### src/sv/lrft_pkg.sv
// Shared types and constants for the laser range frame tracker.
// Used by lrft_parser and laser_range_frame_tracker_top; no dependencies.
package lrft_pkg;

	localparam int unsigned DistW = 23;
	localparam int unsigned AgeW  = 8;

	localparam logic [7:0] SYNC_FIRST  = 8'h55;
	localparam logic [7:0] SYNC_SECOND = 8'hAA;
	localparam logic [7:0] RSVD_MARK   = 8'hFF;
	localparam logic [7:0] STATUS_GOOD = 8'h01;
	localparam logic [7:0] DATA_BAD    = 8'hFF;
	localparam logic [AgeW-1:0] AGE_MAX = 8'd255;
	localparam logic [6:0] DM_TO_MM    = 7'd100;

	localparam logic [DistW-1:0] RST_BLIND_MM = 23'd500;
	localparam logic [DistW-1:0] RST_MIN_MM   = 23'd500;
	localparam logic [DistW-1:0] RST_MAX_MM   = 23'd1500000;
	localparam logic [AgeW-1:0]  RST_STALE    = 8'd30;

	typedef enum logic [1:0] {
		CFG_STALE_LIMIT = 2'd0,
		CFG_BLIND_ZONE  = 2'd1,
		CFG_MIN_VALID   = 2'd2,
		CFG_MAX_VALID   = 2'd3
	} cfg_index_t;

	typedef enum logic [2:0] {
		PH_SYNC1  = 3'd0,
		PH_SYNC2  = 3'd1,
		PH_CMD    = 3'd2,
		PH_STATUS = 3'd3,
		PH_RSVD   = 3'd4,
		PH_HIGH   = 3'd5,
		PH_LOW    = 3'd6,
		PH_SUM    = 3'd7
	} phase_t;

	typedef struct packed {
		logic [1:0] action;
		logic [7:0] byte_value;
	} in_t;

	typedef struct packed {
		logic [DistW-1:0] range_mm;
		logic             reading_ok;
		logic             in_blind_zone;
		logic             is_stale;
		logic             use_fallback;
		logic             new_frame;
		logic             outside_limits;
		logic [AgeW-1:0]  tick_age;
	} out_t;

	// parser verdict for the byte being fed
	typedef struct packed {
		logic             good;
		logic [DistW-1:0] dist_mm;
	} frame_t;

endpackage

### src/sv/lrft_parser.sv
// Frame parser: sync hunt, byte capture, additive checksum and frame checks.
// Depends on lrft_pkg.
module lrft_parser (
	input  logic                          clk,
	input  logic                          arst_n,
	input  logic                          feed,
	input  logic [7:0]                    byte_value,
	output lrft_pkg::frame_t              frame
);

	lrft_pkg::phase_t phase_q, phase_d;
	logic [7:0] status_q, reserved_q, high_q, low_q, sum_q;
	logic [7:0] sum_add;
	logic [15:0] data_dm;
	logic [22:0] dist_prod;

	assign sum_add   = sum_q + byte_value;
	assign data_dm   = {high_q, low_q};
	assign dist_prod = 23'(data_dm) * 23'(lrft_pkg::DM_TO_MM);

	always_comb begin
		phase_d = phase_q;
		unique case (phase_q)
			lrft_pkg::PH_SYNC1: begin
				if (byte_value == lrft_pkg::SYNC_FIRST) phase_d = lrft_pkg::PH_SYNC2;
			end
			// a wrong second byte restarts the hunt without counting as a first sync
			lrft_pkg::PH_SYNC2: begin
				phase_d = (byte_value == lrft_pkg::SYNC_SECOND) ? lrft_pkg::PH_CMD
				                                                : lrft_pkg::PH_SYNC1;
			end
			lrft_pkg::PH_CMD:    phase_d = lrft_pkg::PH_STATUS;
			lrft_pkg::PH_STATUS: phase_d = lrft_pkg::PH_RSVD;
			lrft_pkg::PH_RSVD:   phase_d = lrft_pkg::PH_HIGH;
			lrft_pkg::PH_HIGH:   phase_d = lrft_pkg::PH_LOW;
			lrft_pkg::PH_LOW:    phase_d = lrft_pkg::PH_SUM;
			lrft_pkg::PH_SUM:    phase_d = lrft_pkg::PH_SYNC1;
			default:             phase_d = lrft_pkg::PH_SYNC1;
		endcase
	end

	always_comb begin
		frame.good    = 1'b0;
		frame.dist_mm = '0;
		unique case (phase_q)
			lrft_pkg::PH_SUM: begin
				if (byte_value == sum_q && status_q == lrft_pkg::STATUS_GOOD &&
				    reserved_q == lrft_pkg::RSVD_MARK &&
				    !(high_q == lrft_pkg::DATA_BAD && low_q == lrft_pkg::DATA_BAD)) begin
					frame.good    = 1'b1;
					frame.dist_mm = dist_prod;
				end
			end
			default: begin
				frame.good    = 1'b0;
				frame.dist_mm = '0;
			end
		endcase
	end

	always_ff @(posedge clk or negedge arst_n) begin
		if (!arst_n) begin
			phase_q <= lrft_pkg::PH_SYNC1;
		end else if (feed) begin
			phase_q <= phase_d;
		end
	end

	// captured bytes are always rewritten before the checksum byte reads them
	always_ff @(posedge clk) begin
		if (feed) begin
			unique case (phase_q)
				lrft_pkg::PH_SYNC2:  sum_q <= lrft_pkg::SYNC_FIRST + lrft_pkg::SYNC_SECOND;
				lrft_pkg::PH_CMD:    sum_q <= sum_add;
				lrft_pkg::PH_STATUS: begin
					status_q <= byte_value;
					sum_q    <= sum_add;
				end
				lrft_pkg::PH_RSVD: begin
					reserved_q <= byte_value;
					sum_q      <= sum_add;
				end
				lrft_pkg::PH_HIGH: begin
					high_q <= byte_value;
					sum_q  <= sum_add;
				end
				lrft_pkg::PH_LOW: begin
					low_q <= byte_value;
					sum_q <= sum_add;
				end
				default: begin
				end
			endcase
		end
	end

endmodule

### src/sv/laser_range_frame_tracker_top.sv
// Laser range frame tracker: parses rangefinder frames and flags the kept reading.
// An accepted item's result is in the output register in the cycle after it is accepted.
// Throughput: one item per cycle; the input stalls only while the output register
// holds an untaken result that is not being taken in the same cycle.
// Reset: parser hunts first sync, distance 0, age 255, registers at their defaults.
// Depends on lrft_pkg and lrft_parser.
module laser_range_frame_tracker_top (
	input  logic                             clk,
	input  logic                             arst_n,
	input  logic                             in_valid,
	output logic                             in_stall,
	input  lrft_pkg::in_t                    in_data,
	output logic                             out_valid,
	input  logic                             out_stall,
	output lrft_pkg::out_t                   out_data,
	input  logic                             cfg_we,
	input  lrft_pkg::cfg_index_t             cfg_index,
	input  logic [lrft_pkg::DistW-1:0]       cfg_data
);

	logic accept;
	lrft_pkg::frame_t frame;

	logic [lrft_pkg::AgeW-1:0]  stale_q, age_q, age_d;
	logic [lrft_pkg::DistW-1:0] blind_q, min_q, max_q, dist_q, dist_d;
	logic blind, stale, oor, usable;

	logic out_valid_q;
	lrft_pkg::out_t out_q;

	assign in_stall = out_valid_q && out_stall;
	assign accept   = in_valid && !in_stall;

	lrft_parser u_parser (
		.clk        (clk),
		.arst_n     (arst_n),
		.feed       (accept && in_data.action[0]),
		.byte_value (in_data.byte_value),
		.frame      (frame)
	);

	always_comb begin
		dist_d = dist_q;
		age_d  = age_q;
		if (in_data.action[0] && frame.good) begin
			dist_d = frame.dist_mm;
			age_d  = '0;
		end else if (in_data.action[1] && age_q != lrft_pkg::AGE_MAX) begin
			age_d = age_q + 1'b1;
		end
	end

	assign blind  = dist_d < blind_q;
	assign stale  = age_d > stale_q;
	assign oor    = (dist_d < min_q) || (dist_d > max_q);
	assign usable = (dist_d != '0) && !stale && !blind && !oor;

	always_ff @(posedge clk or negedge arst_n) begin
		if (!arst_n) begin
			stale_q <= lrft_pkg::RST_STALE;
			blind_q <= lrft_pkg::RST_BLIND_MM;
			min_q   <= lrft_pkg::RST_MIN_MM;
			max_q   <= lrft_pkg::RST_MAX_MM;
		end else if (cfg_we) begin
			unique case (cfg_index)
				lrft_pkg::CFG_STALE_LIMIT: stale_q <= cfg_data[lrft_pkg::AgeW-1:0];
				lrft_pkg::CFG_BLIND_ZONE:  blind_q <= cfg_data;
				lrft_pkg::CFG_MIN_VALID:   min_q   <= cfg_data;
				lrft_pkg::CFG_MAX_VALID:   max_q   <= cfg_data;
				default: begin
				end
			endcase
		end
	end

	always_ff @(posedge clk or negedge arst_n) begin
		if (!arst_n) begin
			dist_q      <= '0;
			age_q       <= lrft_pkg::AGE_MAX;
			out_valid_q <= 1'b0;
		end else begin
			if (accept) begin
				dist_q <= dist_d;
				age_q  <= age_d;
			end
			// hold the result while stalled, drop it once taken
			if (accept) out_valid_q <= 1'b1;
			else if (!out_stall) out_valid_q <= 1'b0;
		end
	end

	always_ff @(posedge clk) begin
		if (accept) begin
			out_q.range_mm       <= dist_d;
			out_q.reading_ok     <= usable;
			out_q.in_blind_zone  <= blind;
			out_q.is_stale       <= stale;
			out_q.use_fallback   <= !usable;
			out_q.new_frame      <= in_data.action[0] && frame.good;
			out_q.outside_limits <= oor;
			out_q.tick_age       <= age_d;
		end
	end

	assign out_valid = out_valid_q;
	assign out_data  = out_q;

endmodule

### config.mk
export PLATFORM = sky130hd
export DESIGN_NAME = laser_range_frame_tracker_top
export DESIGN_NICKNAME = d
export VERILOG_FILES = /design/src/sv/lrft_pkg.sv /design/src/sv/lrft_parser.sv /design/src/sv/laser_range_frame_tracker_top.sv
export SDC_FILE = /design/constraint.sdc
export NUM_CORES = 1
export LEC_CHECK = 0
export BUFFER_PORTS_ARGS = -buffer_cell sky130_fd_sc_hd__buf_2
export CAP_MARGIN = 0
export CORE_MARGIN = 2
export CORE_UTILIZATION = 30
export DETAILED_ROUTE_END_ITERATION = 16
export HOLD_SLACK_MARGIN = 0.1
export PLACE_DENSITY = 0.49
export SYNTH_ARGS = -nofsm -noshare
export SYNTH_HDL_FRONTEND = slang
export SYNTH_HIERARCHICAL = 1
export SYNTH_SLANG_ARGS = --single-unit
### constraint.sdc
create_clock -name clk -period 5.9 [get_ports clk]
set_input_delay 0.59 -clock clk [delete_from_list [all_inputs] [get_ports clk]]
set_output_delay 0.59 -clock clk [all_outputs]
set_load 0.02 [all_outputs]
==> Word-level counts from Yosys, hierarchy flattened <==
Cells that the tools add are included.
Widths: inputs -> output; s select.
{ "totals": {"ff_bits": 189, "input_bits": 40, "out_inout_bits": 39, "word_cells": 93} }
{ "classes": {"n_addsub": 2, "multipliers": 1, "magnitude_cmp": 4, "n_eq_ne": 20, "n_mux": 11, "reduce_logical": 34} }
{ "ops": {"columns": ["cell", "count"], "rows": [
  ["$mux 24", 2],
  ["$lt 23x23->1", 2],
  ["$eq 8x8->1 const B", 4],
  ["$pmux 3 s8", 1],
  ["$gt 23x23->1", 1],
  ["$mux 23", 1],
  ["$reduce_bool 23->1", 1],
  ["$mul 16x5->21 const B", 1],
  ["$reduce_and 2->1", 10],
  ["$mux 8", 2],
  ["$pmux 8 s2", 1],
  ["$eq 3x3->1 const B", 4],
  ["$logic_and 1x1->1", 12],
  ["$add 8x1->8 const B", 1],
  ["$add 8x8->8", 1],
  ["$eq 8x1->1 const B", 1],
  ["$eq 8x7->1 const B", 1],
  ["$eq 8x8->1", 1],
  ["$gt 8x8->1", 1],
  ["$ne 8x8->1 const B", 1],
  ["$eq 3x2->1 const B", 2],
  ["$logic_not 1->1", 6],
  ["$reduce_or 5->1", 1],
  ["$eq 2x2->1 const B", 2],
  ["other kinds (10)", 12]
]} }

==> Depth between registers and ports, before layout <==
Gate-level depths: netlist (run 1).
{ "depth": {"word_depth": 14, "mapped_depth": 22, "depth_no_buf": 21} }

==> Cells and area by module <==
The synthesis (run 1) kept the hierarchy.
{ "modules_own_cells": {"columns": ["module", "instances", "cells_per_inst", "area_each_um2", "seq_area_each_um2"], "rows": [
  ["laser_range_frame_tracker_top", 1, 712, 7732.4, 3881.2],
  ["lrft_parser", 1, 357, 3629.7, 1276.2]
]} }

==> Least setup slack after synthesis (run 1) <==
No wires, ideal clock.
{ "synth_path": {"path_type": "register to register", "start": "register u_parser.low_q[3]", "end": "register out_q (netlist bit out_data[10]), data pin", "setup_ns": 0.263, "arrival_time_ns": 4.595, "required_time_ns": 5.637, "slack_ns": 1.042, "stages_incl_launch_ff": 20, "path_buffers": 0, "period_less_slack_ns": 4.858, "path_cell_list": "edfxtp_1 -> ha_1 -> ha_1 -> fa_1 -> ha_1 -> nor2b_4 -> o31a_2 -> o41ai_4 -> o21bai_1 -> xnor2_1 -> nor2_1 -> nand2_1 -> nand2_1 -> ha_1 -> a21oi_1 -> o21ai_0 -> a221o_1 -> and4b_1 -> o22ai_2 -> a2111o_1"} }
{ "synth_lines": {"columns": ["item", "line", "source"], "rows": [
  ["start: declaration", "lrft_parser.sv:12", "logic [7:0] status_q, reserved_q, high_q, low_q, sum_q;"],
  ["start signal: assignment", "lrft_parser.sv:88", "low_q <= byte_value;"],
  ["end: declaration", "laser_range_frame_tracker_top.sv:29", "lrft_pkg::out_t out_q;"]
]} }

==> impl.org, run 1 <==
** Run status
- Run status :: finished clean

** Routing
- Detailed Routing Iterations Pass 1 :: 5
- Detailed routing inserted a total of 7851 vias.
- Dividing the detail-routed via count by the number of cells gives approximately 4.7.
- Total wire length :: around 26000 um
- Antenna-violating nets left :: 0
- After the first detailed-routing iteration, the DRC count stood at ~380.
- Drc violations :: 0
- Routed length per placed instance :: around 16 um

** STA
- Headroom to the max-slew limit came out at 26.3%.
- Subtracting the final worst setup slack from the clock period gives about 5.3 ns.
- For the final database, setup skew stands at around 0.017 ns.
- For this run, the top clock speed supported by timing is 0.189 GHz.
- Final setup vio count :: 0
- The final critical path takes up 89.8% of the cycle.
- Fin Setup TNS :: 0 ns
- At the pin with the least slew margin, the transition time is approximately 1.1 ns.
- Setup repair after global routing left no endpoint under its margin.
- Worst-case hold slack :: approximately 0.28 ns
- The total count of max-transition violations in the final report is 0.
- Number of endpoints with negative hold slack in the final report :: 0

** Floorplanning
- Top-level port count :: just under 80
- Core Area :: approximately 0.037 mm2
- For this configuration, the core starts out at a cell density of a little under a third.
- DIE HEIGHT :: between 150 and 200 um
- Site Rows :: between 70 and 80
- The die is around 200 um wide.
- Full die area :: a little under 0.04 mm2

** Clocking
- Total number of clock tree sinks :: between 150 and 200
- The later pin in the worst-skew pair is clocked with a latency of about 0.45 ns.
- TritonCTS created 17 clock buffers.
- Post-CTS Setup Repair Bufs :: 0
- CTS Buffer Depth :: 2
- After clock tree synthesis, the repair step resized 0 gates.
- The clock tree synthesis step divided the H-tree into 4 levels.
- Hold repair after CTS inserted 0 buffers.
- CTS tree :: built
- Clock-pin slew of the registers on the worst-case setup and hold paths :: approximately 0.070 ns
- Root cell of the clock tree :: clkbuf_16

** Power and ir drop
- Of the total power, the share spent switching nets is around 32%.
- Power per unit of standard cell area :: roughly 300 mW/mm2
- Comb pwr share :: around a quarter
- Sequential cells account for roughly 45% of the total power.
- Pint :: 2580 uW
- Leakage power summed over all cells :: around 0.0057 uW
- Switching Power :: between 1000 and 1500 uW
- Clock network fraction of total power :: 28.5%
- Worst VDD drop :: ~190 uV

** Global routing
- Global routing finished with a remaining overflow of 0.
- Global routing used about a quarter of the available met2 tracks.
- The initial antenna violation count was 0.
- Largest net degree at the start of global routing :: 70
- Most used routing layer in global routing :: met2
- GR Util met3 :: 2.68%
- For met1 alone, demand over resource in global routing was 18.7%.
- The first global-routing pass estimated ~43000 um of wire.
- In the global route stage, overall resource usage came out at between 10% and 20%.
- Number of global-route vias before repair :: approximately 7900

** Setup path
- At the worst endpoint, the required time is 6.10 ns.
- Among all stages on the critical path, the largest delay is contributed by fa_1.
- Largest fanout on the critical path :: 6
- The signal on the critical path passes through ha_1 -> ha_1 -> inv_1 -> fa_1 -> inv_1 -> ha_1 -> a21oi_1 -> o211ai_1 -> a221o_1 -> a21oi_1 -> xnor2_1 -> nor2_1 -> nand2_1 -> nand2_1 -> ha_1 -> a21oi_2 -> nand2_1 -> a221o_1 -> and4b_1 -> o22ai_2 -> a2111o_1.
- The worst setup path is captured at a flip-flop.
- Crit path top cell by count :: ha_1
- The largest single stage delay on the critical path is 0.49 ns.
- Startpoint-to-endpoint class of the critical path :: flip-flop to flip-flop
- Arrival time at the worst endpoint :: between 5 and 6 ns
- STA classifies the critical path startpoint as a flip-flop.

** Synth
- Complex-gate fraction of the synthesized area :: 10.5%
- In this run, synthesis inferred 77 flip-flops with an integrated enable.
- Total of warnings raised by yosys :: 6
- After synthesis, the largest family of logic cells by area is adder cells.
- XOR/XNOR share of the synthesized area :: between 1.5 and 2%
- Post-synthesis cell type count :: 77
- The portion of synthesized area spent on multiplexers is between 7 and 8%.
- After synthesis, the cell types taking the most area are edfxtp_1 (20%), dfrtp_1 (17%), ha_1 (15%).
- Number of register bits inferred by synthesis :: between 150 and 200
- Flip-flop cell with the highest count after synthesis :: dfrtp_1
- Averaged over all synthesized cells, the footprint is 10.6 um2.
- Mapped cell area :: approximately 0.011 mm2
- Of the post-synthesis cell area, the dominant cell type holds slightly above 20%.
- The commonest cells after synthesis are inv_1 (140), ha_1 (135), nand2_1 (118).
- Area share of and/or/nand/nor cells after synthesis :: around 12%
- Sequential element share of the synthesized area :: between 40% and 50%
- FFs w/ async S/R, synth :: approximately 59%
- Summing the areas of all fa, ha and maj instances in the mapped netlist gives about 17% of the synthesized area.
- Number of instances in the synthesized netlist :: 1069
- Cell with the most instances after synthesis :: inv_1
- Post-synth top area cell :: edfxtp_1

** Place
- Placer's final routability congestion estimate :: just over 0.8
- Post-DP HPWL :: roughly 20000 um
- Port buffering added 78 buffers.

** Cells and area
- Share of final-layout standard cells stronger than drive strength 1 :: a little over a fifth
- Post-route core utilization :: between 30% and 40%
- Final antenna diode count :: 0
- Syn-to-layout area delta :: 13.5%
- Total Nets Final :: ~1300

** Min path
- The path class of the tightest hold or removal check is input pin to asynchronous set/reset pin.

** Run
- Across the run, the number of max-cap violations was 0.
logic make-up after synthesis:
| family | after synthesis |
|---|---|
| compound gates | 178 |
| xor+xnor | 24 |
| fa+ha+maj | 147 |
| buf+inv | 170 |
| flops | 189 |
| mux | 73 |
| other cells | 1 |
| simple gates | 287 |
final timing paths:
path                                    startpoint      endpoint  slack [ns]  depth (start not counted)
worst max register to register  u_parser/high_q[2]  out_data[10]        0.60                         21
min in group clk                          in_valid     out_valid        0.37                          2
worst min-delay path                        arst_n     max_q[19]        0.28                          1
worst min register to register            age_q[1]      age_q[1]        0.50                          2
worst max-delay path            u_parser/high_q[2]  out_data[10]        0.60                         21
max in group asynchronous                   arst_n     dist_q[2]        4.42                          2
per-stage QoR:
| step | power [uW] | cell area, um2 | setup WS (ns) | cells |
|---|---|---|---|---|
| final | 3810 | 12900 | 0.604 | 1671 |
| after global placement | 2750 | 12400 | 0.651 | 1639 |
| after floorplan | 2440 | 11400 | 1.04 | 1070 |
| after CTS | 3880 | 12900 | 0.588 | 1671 |
| after detailed placement | 2770 | 12400 | 0.594 | 1639 |
| after global routing | 4090 | 12900 | 0.279 | 1671 |
state kept, by name, indices dropped and copies added (netlist names):
register             flops
age_q                    8
out_valid                1
u_parser/low_q           8
blind_q                 23
u_parser/high_q          8
u_parser/sum_q           8
u_parser/status_q        8
u_parser/reserved_q      8
stale_q                  8
out_data                37
u_parser/phase_q         3
dist_q                  23
max_q                   23
min_q                   23
placed cells by master (no fill, tap or decap), drive strengths merged, types with 4 or more instances in the layout:
| cell type | synthesis | routed |
|---|---|---|
| edfxtp | 77 | 77 |
| and3 | 8 | 8 |
| nor4 | 15 | 15 |
| xnor2 | 10 | 10 |
| a211oi | 7 | 7 |
| nor2b | 7 | 7 |
| clkinv | 0 | 8 |
| nand3 | 12 | 12 |
| nand2b | 7 | 7 |
| buf | 9 | 87 |
| xor2 | 14 | 14 |
| ha | 135 | 135 |
| nand2 | 120 | 120 |
| o31ai | 6 | 6 |
| inv | 141 | 146 |
| o41ai | 4 | 4 |
| dfrtp | 78 | 78 |
| o21ai | 47 | 47 |
| mux2 | 70 | 70 |
| a21o | 16 | 16 |
| a21oi | 41 | 41 |
| clkbuf | 20 | 17 |
| nor3 | 11 | 11 |
| a31oi | 26 | 26 |
| dfstp | 34 | 34 |
| fa | 12 | 12 |
| o21a | 5 | 5 |
| nand4 | 18 | 18 |
| nor2 | 69 | 69 |
worst max-delay path, delay by kind of cell, from the launching register on:
family | cells | cell delay [ns]
buf+inv | 2 | 0.09
flops | 1 | 0.43
fa+ha+maj | 5 | 1.82
simple gates | 5 | 0.66
compound gates | 8 | 1.91
xor+xnor | 1 | 0.15
cell type report:
type                            instances  area [um2]
Clock buffer                           17         425
Clock inverter                         15         113
Fill cell                            3845       24600
Inverter                              141         529
Multi-Input combinational cell        711        5560
Sequential cell                       189        5160
Tap cell                              511         639
Timing Repair Buffer                   87         473
power groups by stage:
stage	logic (uW)	clock network (uW)	registers [uW]
2_1_floorplan	692	0	1750
5_1_grt	1180	1170	1750
3_3_place_gp	1010	0	1740
6_report	1010	1090	1720
3_5_place_dp	1020	0	1750
4_1_cts	1030	1130	1720
per-layer routing:
metal  vias up  part of all wire [%]
li1       3919                     -
met1      3816                    48
met2        97                    48
met3        19                   2.6
met4         0                   1.5
met5         -                     0
Note: power is estimated with default switching activity, not from simulation.
==> run 2, diff against run 1 <==
clock period = 6.85 ns   (was 5.9 ns; I/O delays follow)
==> impl.org, run 2 (synthesized netlist as in run 1, its figures left out) <==
** Setup path
- Crit. Startpoint :: u_parser/low_q[3]
- Worst R2R Path Depth :: 19 (-9.5%)
- Cells along the critical path :: ha_1 -> ha_1 -> fa_1 -> ha_1 -> nor2b_4 -> o31a_2 -> o41ai_4 -> o41ai_2 -> xnor2_1 -> nor2_1 -> nand2_1 -> nand2_1 -> ha_1 -> nand4_1 -> nor3_2 -> nand4_1 -> a311oi_2 -> o22ai_2 -> a2111o_1
- The minimum setup slack among reg-to-reg paths came to 1.23 ns (+0.62 ns).
- Largest fanout on the critical path :: 4 (-2)
- Critical Path Slowest Stage Cell :: fa_1
- In this run the critical register-to-register path is captured at out_data[10].
- The delay contributed by the slowest stage of the critical path is 0.46 ns (-0.03 ns).
- In this design, the critical path's most frequently occurring cell is ha_1.
- The sum of buffers and inverters on the critical path was 0 (-2).
- Top delay family on crit path :: adder cells
- The data arrival time of the worst path came to 5.82 ns (+0.32 ns).
- In this run the critical register-to-register path is launched from u_parser/low_q[3].
- The worst setup path is launched from a flip-flop.
- Data required time of the worst path :: 7.05 ns (+0.95 ns)
- The critical path is of the flip-flop to flip-flop type.
- Kind of end point of the critical path :: flip-flop

** Routing
- Met1 wire length :: 12500 um (-0.18%)
- Drc violations :: 0 (unchanged)
- Routed wl met3 :: 829 um (+23%)
- The total length of routed met2 wires was 12800 um (+0.57%).
- The number of DRC markers after the initial detailed-route iteration was 342 (-9.3%).
- The antenna violation net count after detailed routing is 0 (unchanged).
- The number of vias per cell came to 4.64 (-1.2%).
- The highest layer touched by signal routing is met4.
- The vias after detailed routing is 7756 (-1.2%).
- The routed length per placed instance was 15.9 um (+1.2%).
- The count of TritonRoute iterations in the first routing pass is 5 (unchanged).
- The routed wire length came to 26600 um (+1.1%).

** Global routing
- Wire length of the first global-routing pass :: 42900 um (-1.1%)
- The overall routing resource usage is 14.2% (-0.043 points).
- The number of global-route vias before repair is 7750 (-1.7%).
- Largest net degree at the start of global routing :: 86 (+23%)
- Global route overflow :: 0 (unchanged)
- Antenna violations before repair :: 0 (unchanged)

** Clocking
- Clk_lat worst skew :: 0.45 ns (about the same)
- Clock-pin slew of the registers on the worst-case setup and hold paths :: 0.08 ns (about the same)
- The number of buffers inserted by hold repair at cts was 0 (unchanged).
- Total number of clock tree sinks :: 189 (unchanged)
- The number of buffers created by CTS was 17 (unchanged).
- The number of levels the H-tree was split into came to 4 (unchanged).
- In this run the clock root is driven by a clkbuf_16.
- Post-CTS resize count :: 0 (unchanged)
- The buffer levels on the longest clock path came to 2 (unchanged).
- Post-CTS Setup Repair Bufs :: 0 (unchanged)
- TritonCTS built the clock tree.

** STA
- The setup clock skew after layout was 0.0173 ns (+0.000390 ns).
- Final setup vio count :: 0 (unchanged)
- Slew headroom :: 22.3% (-4.0 points)
- The setup TNS came to 0 ns (unchanged).
- The worst path setup slack after routing is 1.23 ns (+0.623 ns).
- The minimum clock period after layout is 5.62 ns (+0.327 ns).
- Max Fclk :: 0.178 GHz (-5.8%)
- Setup repair after global routing missed its margin :: no
- The share of the clock period used by the worst path was 82.1% (-7.7 points).
- The actual transition at the worst max-transition pin was 1.16 ns (+0.0602 ns).
- Final-report max-slew violation count :: 0 (unchanged)
- Number of endpoints with negative hold slack in the final report :: 0 (unchanged)

** Cells and area
- In the layout the commonest cells are inv_1 (139), ha_1 (135), nand2_1 (118), dfrtp_1 (78).
- Total Nets Final :: 1333 (-0.075%)
- Relative to the synthesized area, the layout overhead comes to 14.0%.
- Final antenna diode count :: 0 (unchanged)
- The fraction of final layout cells with drive strength greater than 1 is 21.6% (+0.10 points).
- The final cell count without fillers is 1670 (-0.060%).
- Most common library cell in the layout ignoring fill and taps :: inv_1
- The number of filler cells placed in the layout came to 3804 (-1.1%).
- The flip-flop count of the largest register after layout came to 37 (unchanged).
- The final non-filler cell area came to 0.0130 mm2 (+0.48%).

** Power and ir drop
- The worst-case vdd ir drop is 201 uV (+4.7%).
- Power per unit of standard cell area :: 261 mW/mm2 (-12%)
- Leakage power summed over all cells :: 0.00570 uW (+0.66%)

** Floorplanning
- Core Area :: 0.0375 mm2 (unchanged)
- The number of placement rows is 71 (unchanged).
- Starting density of the core :: 30.3% (unchanged)
- Full die area :: 0.0394 mm2 (unchanged)
- The vertical die dimension is 199 um (unchanged).
- The width of the chip came to 199 um (unchanged).
- The I/O pin total is 79 (unchanged).

** Run
- The number of violations of the max-capacitance limit was 0 (unchanged).

** Place
- The number of placed instances with taps included was 1638 (-0.061%).
- The total placed instance area was 0.0123 mm2 (-0.16%).
- Post-DP HPWL :: 20400 um (+2.6%)
- The final weighted congestion in routability-driven placement was 0.786 (-5.0%).
- The placement-stage worst setup slack was 1.24 ns (+0.642 ns).
- Total of buffers placed on input and output ports :: 78 (unchanged)

** Run status
- The run finished with clean final reports.

** Min path
- Worst hold-check path type :: input pin to asynchronous set/reset pin
==> run 2: worst register-to-register path: cells and delay by family, from the launching register on <==
family | cells | cell delay (ns)
AND/OR/NAND/NOR | 7 | 1.20
AO/OA/AOI/OAI | 6 | 1.75
flip-flops | 1 | 0.45
XOR/XNOR | 1 | 0.18
adder cells (fa/ha/maj) | 5 | 1.81
==> run 2: worst max path at each step <==
stage,to,slack [ns],cells past startpoint
finish,out_data[10],1.23,19
global route,out_data[13],0.90,21
CTS,out_data[10],1.24,21
detailed placement,out_data[10],1.24,21
global placement,out_data[10],1.24,19
floorplan,out_data[10],1.99,19
==> run 2: power breakdown <==
group / internal, uW / switching [uW] / total [uW]
Clock: 545 / 486 / 1030
Combinational: 362 / 505 / 867
Sequential: 1390 / 95.6 / 1480
==> run 2: layout make-up <==
cell class	instances	area, um2	area share, %
multi-input cells	711	5560	42.9
clock buffers	18	450	3.48
clock inverters	14	170	1.31
well taps	511	639	4.93
repair buffers	86	453	3.50
flip-flops and latches	189	5160	39.8
inverters	141	529	4.08
==> run 2: layer usage <==
metal  vias to the layer above  GRT usage (%)
li1                       3907              -
met1                      3711           18.7
met2                       112           23.6
met3                        26           2.64
met4                         0           4.26
met5                         -              0
==> run 2: per-stage QoR <==
| stage | utilization (%) | hold slack, ns | power (uW) |
|---|---|---|---|
| after global placement | 32.9 | 0.488 | 2360 |
| after global routing | 34.6 | 0.439 | 3620 |
| after CTS | 34.6 | 0.410 | 3440 |
| final | 34.6 | 0.377 | 3380 |
| after detailed placement | 32.9 | 0.487 | 2380 |
| after floorplan | - | 0.389 | 2100 |
==> run 3, diff against run 2 <==
clock period = 5.3 ns   (was 6.85 ns; I/O delays follow)
==> impl.org, run 3 (synthesized netlist as in run 1, its figures left out) <==
** Routing
- Detailed Routing Iterations Pass 1 :: 7 (+2)
- Number of DRC markers after the initial detailed-route iteration :: 328 (-4.1%)
- Routed length per placed instance :: 15.7 um (-1.4%)
- The routed wire length is 26800 um (+0.94%).
- DR vias/cell :: 4.68 (+0.69%)
- Antenna-violating nets left :: 0 (unchanged)
- The final routed DRC violation total is 0 (unchanged).
- Via count :: 7992 (+3.0%)

** Floorplanning
- The area of the core is 0.0375 mm2 (unchanged).
- Starting density of the core :: 30.3% (unchanged)
- The I/O pin total is 79 (unchanged).
- Full die area :: 0.0394 mm2 (unchanged)
- The vertical die dimension came to 199 um (unchanged).
- The number of placement rows was 71 (unchanged).
- Die X-Extent :: 199 um (unchanged)

** Power and ir drop
- The power density of the placed cells came to 324 mW/mm2 (+24%).
- The power share of the combinational group came to 27.2% (+1.6 points).
- The worst-case vdd ir drop came to 214 uV (+6.4%).
- The fraction of power spent switching nets is 32.1% (about the same).
- Clock network fraction of total power :: 29.0% (-1.5 points)
- Leakage power summed over all cells :: 0.00588 uW (+3.1%)
- Switching Power :: 1400 uW (+29%)
- Pwr Total :: 4360 uW (+29%)
- The internal power consumption is 2960 uW (+29%).
- The portion of total power attributed to sequential cells was 43.8% (about the same).

** STA
- Final setup vio count :: 0 (unchanged)
- The headroom to the max-slew limit came to 23.4% (+1.1 points).
- The worst path setup slack after routing came to 0.0686 ns (-1.16 ns).
- Final clock skew :: 0.0155 ns (-0.00177 ns)
- The share of the clock period used by the worst path was 98.7% (+17 points).
- Setup repair after global routing could not meet its margin everywhere.
- Slew at the pin closest to its max-slew limit :: 1.14 ns (-0.0161 ns)
- The maximum clock frequency came to 0.191 GHz (+7.5%).
- The total count of max-transition violations in the final report was 0 (unchanged).
- Number of endpoints with negative hold slack in the final report :: 0 (unchanged)
- Final critical-path required period :: 5.23 ns (-0.391 ns)

** Setup path
- Register-to-register path setup slack :: 0.07 ns (-1.16 ns)
- Data required time of the worst path :: 5.50 ns (-1.55 ns)
- Startpoint-to-endpoint class of the critical path :: flip-flop to flip-flop
- Critical path depth in cells :: 21 (+2)
- The worst setup path is captured at a flip-flop.
- The worst register-to-register path ends at out_data[10].
- Startpoint kind of the worst setup timing path :: flip-flop
- Worst R2R Path Depth :: 21 (+2)
- Worst Setup EP :: out_data[10]
- Arrival time at the worst endpoint :: 5.43 ns (-0.39 ns)
- The sum of buffers and inverters on the critical path was 5 (+5).
- Among cell families on the critical path, the largest total delay comes from adder cells.
- The largest driver fanout on the critical path was 6 (+2).
- Crit-path max cell delay :: 0.49 ns (+0.03 ns)
- Cells along the critical path :: ha_1 -> ha_1 -> inv_1 -> fa_1 -> inv_1 -> ha_4 -> buf_6 -> nand4_1 -> buf_4 -> o41ai_4 -> xnor2_1 -> nor2_1 -> nand2_1 -> nand2_2 -> buf_4 -> ha_1 -> and4_1 -> a221o_1 -> and4b_1 -> o22ai_2 -> a2111o_1
- For this design, the slowest cell found on the critical path is fa_1.
- Counting stages on the worst path, the most repeated cell is ha_1.
- The most critical setup path has its startpoint at u_parser/high_q[4].
- The worst register-to-register path begins at u_parser/high_q[4].

** Clocking
- CTS tree :: built
- CTS Buffer Depth :: 2 (unchanged)
- Number of buffers added by the clock tree synthesis step :: 17 (unchanged)
- Htree depth :: 4 (unchanged)
- The clock input transition at the sequential cells of the worst setup and hold paths came to 0.07 ns (about the same).
- The CTS sink count is 189 (unchanged).
- The root buffer cell chosen for the clock tree is clkbuf_16.
- The number of buffers inserted by hold repair at cts was 0 (unchanged).
- The clock latency on the worst-skew pair was 0.45 ns (about the same).

** Global routing
- Global route overflow :: 0 (unchanged)
- Number of global-route vias before repair :: 8053 (+3.9%)
- The wire length of the first global-routing pass came to 42900 um (about the same).
- The maximum number of pins on one net before global-route repair was 76 (-12%).
- Aggregate global-route resource usage :: 14.0% (-0.15 points)
- The initial antenna violation count is 0 (unchanged).

** Cells and area
- Final antenna diode count :: 0 (unchanged)
- Final standard cell area without fillers :: 0.0134 mm2 (+3.6%)
- The final-stage net count is 1372 (+2.9%).
- Syn-to-layout area delta :: 18.2%
- Most common library cell in the layout ignoring fill and taps :: inv_1
- Most frequent cells in the layout :: inv_1 (138), ha_1 (121), nand2_1 (111), dfrtp_1 (78)
- Number of flip-flops in the largest register :: 37 (unchanged)
- The fraction of final layout cells with drive strength greater than 1 is 26.4% (+4.8 points).

** Place
- The HPWL after detailed placement came to 20200 um (-1.2%).
- Post-placement worst setup slack :: -0.00529 ns (-1.24 ns)
- Total of buffers placed on input and output ports :: 78 (unchanged)
- The final weighted congestion in routability-driven placement was 0.802 (+2.1%).
- The total placed instance area is 0.0125 mm2 (+1.2%).

** Run status
- The flow ran to the end, and the final reports show no timing, DRC or antenna violations.

** Min path
- Worst hold-check path type :: input pin to asynchronous set/reset pin

** Run
- The number of violations of the max-capacitance limit came to 0 (unchanged).
[run 3: cell count changes in the layout (fill, tap and decap cells not counted), moves of 3 or more]
| cell | before | now |
|---|---|---|
| clkinvlp_4 | 0 | 4 |
| nand2_2 | 1 | 7 |
| buf_6 | 0 | 3 |
| ha_1 | 135 | 121 |
| buf_4 | 9 | 45 |
| a21oi_2 | 1 | 5 |
| a21oi_1 | 40 | 36 |
| clkinv_2 | 1 | 4 |
| nand2_1 | 118 | 111 |
| ha_4 | 0 | 12 |
| clkinv_8 | 3 | 0 |
[run 3: final cells by class]
type / count / area [um2]
Clock buffer: 17 / 425
Clock inverter: 15 / 138
Fill cell: 3832 / 24100
Inverter: 141 / 529
Multi-Input combinational cell: 711 / 5780
Sequential cell: 189 / 5160
Tap cell: 511 / 639
Timing Repair Buffer: 125 / 757
[run 3: what timing repair did]
action                     4_1_cts  5_1_grt
setup endpoints to repair        1        4
gates resized for setup          4       33
pin swaps                       12       30
setup buffers                    5       13
[run 3: per-stage QoR]
stage                     util (%)  setup TNS, ns  cells  hold slack (ns)
final                         35.8              0   1709            0.239
after global routing          35.8         -0.268   1709            0.296
after CTS                     35.0              0   1696            0.264
after detailed placement      33.3       -0.00529   1659            0.487
after global placement        33.3              0   1659            0.485
after floorplan                  -              0   1070            0.234
[run 3: how the worst min path moves through the flow]
| stage | cells past startpoint | from | slack [ns] | to |
|---|---|---|---|---|
| floorplan | 0 | arst_n | 0.23 | blind_q[0] |
| global placement | 2 | age_q[1] | 0.48 | age_q[1] |
| detailed placement | 2 | age_q[1] | 0.49 | age_q[1] |
| CTS | 1 | arst_n | 0.26 | blind_q[22] |
| global route | 2 | in_valid | 0.30 | out_valid |
| finish | 1 | arst_n | 0.24 | blind_q[20] |
[run 3: per-layer routing]
| layer | track usage [%] | routed length, um | up-vias | part of all wire [%] |
|---|---|---|---|---|
| met5 | 0 | 0 | - | 0 |
| met4 | 3.43 | 198 | 0 | 0.74 |
| li1 | - | - | 3986 | - |
| met2 | 23.9 | 13200 | 88 | 49 |
| met1 | 18.4 | 12700 | 3909 | 48 |
| met3 | 2.56 | 707 | 9 | 2.6 |
[run 3: power by group through the flow]
| stage | Combinational [uW] | Clock [uW] | Sequential [uW] |
|---|---|---|---|
| after floorplan | 771 | 0 | 1950 |
| after global placement | 1140 | 0 | 1930 |
| after detailed placement | 1170 | 0 | 1940 |
| after CTS | 1190 | 1300 | 1910 |
| after global routing | 1360 | 1350 | 1940 |
| final | 1190 | 1260 | 1910 |
[run 3: worst register-to-register path: stages, from the launching register on]
cell and delay [ns]:
edfxtp_1 0.43, ha_1 0.33, ha_1 0.28, inv_1 0.05, fa_1 0.49, inv_1 0.07, ha_4 0.27, buf_6 0.11
nand4_1 0.20, buf_4 0.21, o41ai_4 0.34, xnor2_1 0.15, nor2_1 0.07, nand2_1 0.11, nand2_2 0.09, buf_4 0.14
ha_1 0.30, and4_1 0.23, a221o_1 0.36, and4b_1 0.28, o22ai_2 0.11, a2111o_1 0.36
